===== config.mk =====
export PLATFORM = sky130hd
export DESIGN_NAME = epav_alu
export DESIGN_NICKNAME = d
export VERILOG_FILES = /design/src/hw/rtl/epav_pkg.sv /design/src/hw/rtl/epav_alu.sv
export SDC_FILE = /design/constraint.sdc
export NUM_CORES = 2
export LEC_CHECK = 0
export BUFFER_PORTS_ARGS = -buffer_cell sky130_fd_sc_hd__buf_2
export CORE_MARGIN = 4
export CORE_UTILIZATION = 50
export DETAILED_ROUTE_END_ITERATION = 10
export PLACE_DENSITY_LB_ADDON = 0.05
export SLEW_MARGIN = 30
export SYNTH_ARGS = -nofsm -noshare
export SYNTH_HDL_FRONTEND = slang
export SYNTH_SLANG_ARGS = --single-unit

===== constraint.sdc =====
create_clock -name i_clk -period 7.7 [get_ports i_clk]
set_clock_uncertainty 0.1 [all_clocks]
set_input_delay 1.54 -clock i_clk [delete_from_list [all_inputs] [get_ports i_clk]]
set_output_delay 1.54 -clock i_clk [all_outputs]
set_load 0.01 [all_outputs]

===== src/hw/rtl/epav_pkg.sv =====
package epav_pkg;

    // Fixed-point constants
    localparam logic [16:0] ONE_Q16   = 17'h10000;
    localparam logic [16:0] HALF_Q16  = 17'h08000;
    localparam logic [47:0] TWOPI_Q32 = 48'h0006_487E_D511;
    localparam logic [16:0] CPR_MIN   = 17'd2;
    localparam logic [16:0] CPR_MAX   = 17'h10000;

    // Register indexes (byte address = 8 * index)
    localparam logic [2:0] REG_CPR  = 3'd0;
    localparam logic [2:0] REG_DIR  = 3'd1;
    localparam logic [2:0] REG_PPC  = 3'd2;
    localparam logic [2:0] REG_OFF  = 3'd3;
    localparam logic [2:0] REG_OFFF = 3'd4;
    localparam logic [2:0] REG_T    = 3'd5;
    localparam logic [2:0] REG_KP   = 3'd6;
    localparam logic [2:0] REG_KI   = 3'd7;

    // Shared unit operations
    typedef enum logic [1:0] {
        ALU_MUL,
        ALU_MOD,
        ALU_DIVR
    } t_alu_op;

    // Product right shift (rounded)
    typedef enum logic [1:0] {
        SH0,
        SH16,
        SH24,
        SH32
    } t_shift;

    typedef struct packed {
        logic    start;
        t_alu_op op;
        t_shift  sh;
        logic    sat48;
    } t_alu_req;

    typedef enum logic [2:0] {
        A_IDLE,
        A_MUL,
        A_RND,
        A_SAT,
        A_DIV,
        A_FIX
    } t_alu_st;

    typedef enum logic [4:0] {
        S_IDLE,
        S_RSYNC,
        S_WRAP,
        S_CNT,
        S_KP,
        S_KI,
        S_DV,
        S_DREV,
        S_CP,
        S_CR,
        S_PIR,
        S_CI,
        S_SNAP,
        S_OMM,
        S_OMD,
        S_PF,
        S_EX,
        S_EMOD,
        S_EMUL,
        S_EDIV,
        S_MMUL,
        S_MDIV,
        S_DONE
    } t_state;

endpackage


===== src/hw/rtl/epav_alu.sv =====
module epav_alu (
    input  logic                 i_clk,
    input  logic                 i_rst_n,
    input  epav_pkg::t_alu_req   i_req,
    input  logic signed [63:0]   i_a,
    input  logic [47:0]          i_b,
    output logic                 o_done,
    output logic signed [63:0]   o_res
);

    localparam logic [5:0] MUL_LAST = 6'd2;
    localparam logic [5:0] DIV_LAST = 6'd63;

    epav_pkg::t_alu_st r_state, n_state;
    epav_pkg::t_alu_op r_op;
    epav_pkg::t_shift  r_sh;
    logic              r_sat48;
    logic              r_neg;
    logic [63:0]       r_mag;
    logic [47:0]       r_b;
    logic [111:0]      r_acc;
    logic [5:0]        r_cnt;
    logic [33:0]       r_rem;
    logic [32:0]       r_div;
    logic [63:0]       r_quo;
    logic              r_done;
    logic signed [63:0] r_res;

    logic              w_load;
    logic              w_fin;
    logic [63:0]       w_amag;
    logic [63:0]       w_dvd;
    logic [79:0]       w_prod;
    logic [111:0]      w_acc_nx;
    logic [111:0]      w_rnd;
    logic [111:0]      w_shifted;
    logic [111:0]      w_lim;
    logic [63:0]       w_mag_out;
    logic [63:0]       w_mul_res;
    logic [33:0]       w_trial;
    logic              w_ge;
    logic [32:0]       w_modr;
    logic [63:0]       w_div_res;

    // Operand magnitude and rounded dividend
    assign w_amag = i_a[63] ? (64'd0 - i_a) : i_a;
    assign w_dvd  = w_amag + ((i_req.op == epav_pkg::ALU_DIVR) ? {32'd0, i_b[32:1]} : 64'd0);

    // One 64x16 digit per cycle, most significant digit first
    assign w_prod   = r_mag * r_b[47:32];
    assign w_acc_nx = {r_acc[95:0], 16'd0} + {32'd0, w_prod};

    // Round, shift and saturate
    always_comb begin
        case (r_sh)
            epav_pkg::SH16: begin
                w_rnd     = 112'd1 << 15;
                w_shifted = r_acc >> 16;
            end
            epav_pkg::SH24: begin
                w_rnd     = 112'd1 << 23;
                w_shifted = r_acc >> 24;
            end
            epav_pkg::SH32: begin
                w_rnd     = 112'd1 << 31;
                w_shifted = r_acc >> 32;
            end
            default: begin
                w_rnd     = 112'd0;
                w_shifted = r_acc;
            end
        endcase
    end

    assign w_lim     = (r_sat48 ? (112'd1 << 47) : (112'd1 << 62)) - {111'd0, ~r_neg};
    assign w_mag_out = (w_shifted > w_lim) ? w_lim[63:0] : w_shifted[63:0];
    assign w_mul_res = r_neg ? (64'd0 - w_mag_out) : w_mag_out;

    // Restoring division, one quotient bit per cycle
    assign w_trial = {r_rem[32:0], r_quo[63]};
    assign w_ge    = (w_trial >= {1'b0, r_div});

    assign w_modr    = (r_neg && (r_rem[32:0] != 33'd0)) ? (r_div - r_rem[32:0]) : r_rem[32:0];
    assign w_div_res = r_neg ? (64'd0 - r_quo) : r_quo;

    // Next state
    always_comb begin
        n_state = r_state;
        case (r_state)
            epav_pkg::A_IDLE: begin
                if (i_req.start) begin
                    n_state = (i_req.op == epav_pkg::ALU_MUL) ? epav_pkg::A_MUL : epav_pkg::A_DIV;
                end
            end
            epav_pkg::A_MUL: begin
                if (r_cnt == MUL_LAST) n_state = epav_pkg::A_RND;
            end
            epav_pkg::A_RND: n_state = epav_pkg::A_SAT;
            epav_pkg::A_SAT: n_state = epav_pkg::A_IDLE;
            epav_pkg::A_DIV: begin
                if (r_cnt == DIV_LAST) n_state = epav_pkg::A_FIX;
            end
            epav_pkg::A_FIX: n_state = epav_pkg::A_IDLE;
            default:         n_state = epav_pkg::A_IDLE;
        endcase
    end

    // State outputs
    always_comb begin
        w_load = 1'b0;
        w_fin  = 1'b0;
        case (r_state)
            epav_pkg::A_IDLE: w_load = i_req.start;
            epav_pkg::A_SAT:  w_fin  = 1'b1;
            epav_pkg::A_FIX:  w_fin  = 1'b1;
            default: begin
                w_load = 1'b0;
                w_fin  = 1'b0;
            end
        endcase
    end

    // Control registers
    always_ff @(posedge i_clk) begin
        if (!i_rst_n) begin
            r_state <= epav_pkg::A_IDLE;
            r_done  <= 1'b0;
            r_cnt   <= 6'd0;
        end else begin
            r_state <= n_state;
            r_done  <= w_fin;
            if (w_load) begin
                r_cnt <= 6'd0;
            end else if (r_state == epav_pkg::A_MUL || r_state == epav_pkg::A_DIV) begin
                r_cnt <= r_cnt + 6'd1;
            end
        end
    end

    // Datapath registers
    always_ff @(posedge i_clk) begin
        if (w_load) begin
            r_op    <= i_req.op;
            r_sh    <= i_req.sh;
            r_sat48 <= i_req.sat48;
            r_neg   <= i_a[63];
            r_mag   <= w_amag;
            r_b     <= i_b;
            r_acc   <= 112'd0;
            r_rem   <= 34'd0;
            r_div   <= i_b[32:0];
            r_quo   <= w_dvd;
        end else begin
            case (r_state)
                epav_pkg::A_MUL: begin
                    r_acc <= w_acc_nx;
                    r_b   <= {r_b[31:0], 16'd0};
                end
                epav_pkg::A_RND: r_acc <= r_acc + w_rnd;
                epav_pkg::A_SAT: r_res <= w_mul_res;
                epav_pkg::A_DIV: begin
                    r_rem <= w_ge ? (w_trial - {1'b0, r_div}) : w_trial;
                    r_quo <= {r_quo[62:0], w_ge};
                end
                epav_pkg::A_FIX: begin
                    r_res <= (r_op == epav_pkg::ALU_MOD) ? {31'd0, w_modr} : w_div_res;
                end
                default: r_acc <= r_acc;
            endcase
        end
    end

    assign o_done = r_done;
    assign o_res  = r_res;

endmodule


==> impl_table.tex <==
\begin{tabular}{lr}
\hline
Metric & Value \\
\hline
\multicolumn{2}{l}{\textbf{Finish}} \\
Most common cell after layout, fill and taps aside & sky130\_fd\_sc\_hd\_\_inv\_1 \\
Filler cells & 12,300 \\
Fraction of layout instances using a drive strength above 1 & 0.134 \\
Most frequent cells in the layout & sky130\_fd\_sc\_hd\_\_inv\_1, sky130\_fd\_sc\_hd\_\_nand2\_1, sky130\_fd\_sc\_hd\_\_fa\_1, sky130\_fd\_sc\_hd\_\_buf\_4, sky130\_fd\_sc\_hd\_\_and2\_1 \\
Post-layout utilization of the core & 0.573 \\
Area occupied by registers & 11,500 um2 \\
Cell Count, Final, Fillers Out & 10,100 \\
Final-stage net count & 9,649 \\
Area of combinational cells with multiple inputs & 50,400 um2 \\
Area growth from synthesis to layout & 13.7\% \\
\multicolumn{2}{l}{\textbf{Worst setup path}} \\
Cell with the biggest individual delay on the critical path & sky130\_fd\_sc\_hd\_\_fa\_1 \\
Crit path required time & 8.16 ns \\
Family with the most delay on the worst path & adder cells \\
Worst setup slack for register-to-register paths & -0.006 ns \\
Data arrival time of the worst path & 8.17 ns \\
Worst Setup SP & r\_b[37] \\
Largest incremental delay on the critical path & 0.59 ns \\
R2R Path End & r\_acc[74] \\
Crit path capture type & flip-flop \\
Crit path max fanout & 7 \\
Reg2reg start & r\_b[37] \\
Number of cell instances on the worst register-to-register path & 30 \\
Buf/Inv on CP & 10 \\
Crit path launch type & flip-flop \\
Critical path class & flip-flop to flip-flop \\
\multicolumn{2}{l}{\textbf{Detailed routing}} \\
Final Routed Wirelength & 240,000 um \\
WL per Instance & 23.7 um \\
DRC marker count from the first detailed-route iteration & 5,664 \\
Total number of vias & 59,300 \\
Via-to-Cell Ratio & 5.87 \\
Post-route DRC violation count & 0 \\
Iteration count of the initial detailed-routing pass & 6 \\
Remaining antenna violation count & 0 \\
\multicolumn{2}{l}{\textbf{Global routing}} \\
Number of global-route vias before repair & 58,100 \\
Global-route usage over all layers & 0.336 \\
Initial antenna violation count & 36 \\
First-pass GRT wire length & 364,000 um \\
Global-route congestion overflow total & 0 \\
Maximum number of pins on one net before global-route repair & 147 \\
\multicolumn{2}{l}{\textbf{Synthesis}} \\
Mean Syn Cell Area & 8.50 um2 \\
Number of synthesized register bits & 434 \\
Number of synthesized flops with an enable pin & 279 \\
Share of flip-flops with an asynchronous set or reset & 0 \\
Syn Inst Count & 7,936 \\
Synthesized cell area & 67,400 um2 \\
Flip-flop cell with the highest count after synthesis & sky130\_fd\_sc\_hd\_\_edfxtp\_1 \\
Number of nets in the synthesized netlist & 9,328 \\
Yosys synthesis warning count & 0 \\
Post-synthesis sequential area ratio & 0.170 \\
Count of different cell masters after synthesis & 94 \\
\multicolumn{2}{l}{\textbf{Outcome}} \\
Run status & finished, violations left \\
Violated checks & setup timing \\
\multicolumn{2}{l}{\textbf{Min path}} \\
Number of cells on the worst hold path & 2 \\
Hold Path Origin & r\_cnt[5] \\
Hold Crit Endpoint & r\_cnt[5] \\
Class of the tightest hold or removal check & flip-flop to flip-flop \\
\multicolumn{2}{l}{\textbf{STA}} \\
Min cycle time layout & 7.71 ns \\
Worst hold slack across all endpoints & 0.405 ns \\
Maximum frequency from static timing analysis & 130 MHz \\
Worst Tran Pin Value & 1.00 ns \\
Final setup viols & 1 \\
Portion of the clock cycle consumed by the worst path in the final layout & 1.00 \\
Relative max-transition margin & 0.327 \\
Final Worst Setup Slack & -0.00649 ns \\
Sum of negative setup slack & -0.00649 ns \\
Fin. Hold Viols & 0 \\
Setup repair after global routing missed its margin & yes \\
Final max-slew violation count & 0 \\
\multicolumn{2}{l}{\textbf{Floorplan}} \\
I/O pin count & 185 \\
Floorplan die height & 375 um \\
Die ar. & 141,000 um2 \\
Die W & 375 um \\
Initial standard-cell utilization of the core & 0.504 \\
Number of core rows & 134 \\
Floorplan Core Area & 134,000 um2 \\
\multicolumn{2}{l}{\textbf{Placed design}} \\
Weighted congestion reported at the end of routability-driven placement & 0.981 \\
HPWL after detailed placement & 191,000 um \\
Port bufs & 184 \\
Placed Cells incl. Taps & 9,931 \\
\multicolumn{2}{l}{\textbf{Clocking}} \\
Maximum buffer depth of the clock tree & 3 \\
TritonCTS clock tree & yes \\
Clock-pin slew on the worst setup and hold paths & 0.06 ns \\
Insertion delay of the later-clocked pin in the worst-skew pair & 0.68 ns \\
Total number of H-tree levels & 2 \\
CTS Root Cell & sky130\_fd\_sc\_hd\_\_clkbuf\_16 \\
Sink count of the clock tree & 434 \\
Number of buffers added by the clock tree synthesis step & 55 \\
\multicolumn{2}{l}{\textbf{Flow run}} \\
Max-cap viol count & 0 \\
\hline
\end{tabular}
## how the worst max path moves through the flow
stage	endpoint	depth (start not counted)
CTS	r_acc[102]	32
detailed placement	r_acc[102]	31
floorplan	r_acc[90]	26
global placement	r_acc[102]	31
finish	r_acc[74]	30
global route	r_acc[102]	31
## registers in the layout, indices dropped and copies added, names as in the netlist, 2 cells and up
signal,flops
r_cnt,6
o_res,64
r_mag,64
r_div,33
r_acc,112
r_rem,33
r_b,48
r_op,2
r_sh,2
r_state,3
r_quo,64
## routing by layer
| layer | up-vias | track usage | wire, um |
|---|---|---|---|
| met3 | 399 | 0.0570 | 22000 |
| met5 | - | 0 | 110 |
| met2 | 2602 | 0.513 | 106000 |
| met1 | 29700 | 0.498 | 104000 |
| met4 | 18 | 0.0817 | 7540 |
| li1 | 26500 | - | - |
## kinds of logic (layout without fill, tap and decap cells)
group,after synthesis,count (layout),share of synthesized area
XOR/XNOR,370,370,0.0481
other,0,19,0
AND/OR/NAND/NOR,2584,2584,0.183
AO/OA/AOI/OAI,1413,1413,0.132
adder cells (fa/ha/maj),1272,1272,0.340
flip-flops,434,434,0.170
buffers and inverters,1761,2128,0.0994
multiplexers,102,102,0.0271
## metrics by stage
step                setup WS (ns)  area (um2)
floorplan                   0.308       67400
global placement           -0.543       73100
detailed placement         -0.447       73100
CTS                        -0.123       75200
global route               -0.252       76600
finish                   -0.00649       76600
## timing repair
action	CTS	global route
hold endpoints to repair	0	0
setup buffers	4	29
hold buffers	0	0
endpoints found under the setup margin	42	58
cloned	1	7
gates resized for setup	46	225
pin swaps	17	70
## synth_stat cells, types with 64 or more instances
cell / count / area, um2
sky130_fd_sc_hd__o21ai_0: 330 / 1650
sky130_fd_sc_hd__nand3_1: 117 / 586
sky130_fd_sc_hd__inv_1: 1322 / 4960
sky130_fd_sc_hd__dfxtp_1: 155 / 3100
sky130_fd_sc_hd__o22ai_1: 66 / 413
sky130_fd_sc_hd__ha_1: 339 / 4240
sky130_fd_sc_hd__clkbuf_1: 381 / 1430
sky130_fd_sc_hd__nand2_1: 1170 / 4390
sky130_fd_sc_hd__fa_1: 933 / 18700
sky130_fd_sc_hd__xnor2_1: 214 / 1870
sky130_fd_sc_hd__edfxtp_1: 279 / 8380
sky130_fd_sc_hd__xor2_1: 156 / 1370
sky130_fd_sc_hd__nor3_1: 83 / 415
sky130_fd_sc_hd__o31ai_1: 64 / 480
sky130_fd_sc_hd__mux4_2: 64 / 1440
sky130_fd_sc_hd__nor2_1: 362 / 1360
sky130_fd_sc_hd__a21oi_1: 402 / 2010
sky130_fd_sc_hd__a21o_1: 133 / 998
sky130_fd_sc_hd__and2_1: 423 / 2650
sky130_fd_sc_hd__nand4_1: 82 / 513
## layout make-up
class	count	share of cell area
Antenna cell	19	0.000620
Sequential cell	434	0.150
Inverter	1322	0.0649
Multi-Input combinational cell	5741	0.658
Clock buffer	70	0.0196
Clock inverter	33	0.00451
Tap cell	1768	0.0289
Timing Repair Buffer	703	0.0740
## worst reg2reg max path: cells and delay by family, from the launching register on
family / cells / cell delay (ns)
and+or+nand+nor: 6 / 1.28
buffers and inverters: 10 / 1.25
adders and majority gates: 7 / 3.25
AOI/OAI and AO/OA: 7 / 1.24
DFF: 1 / 0.47
Power is left out: the tool's default activity adds up to more than one toggle a clock period on the data nets, which glitch-free logic cannot reach.
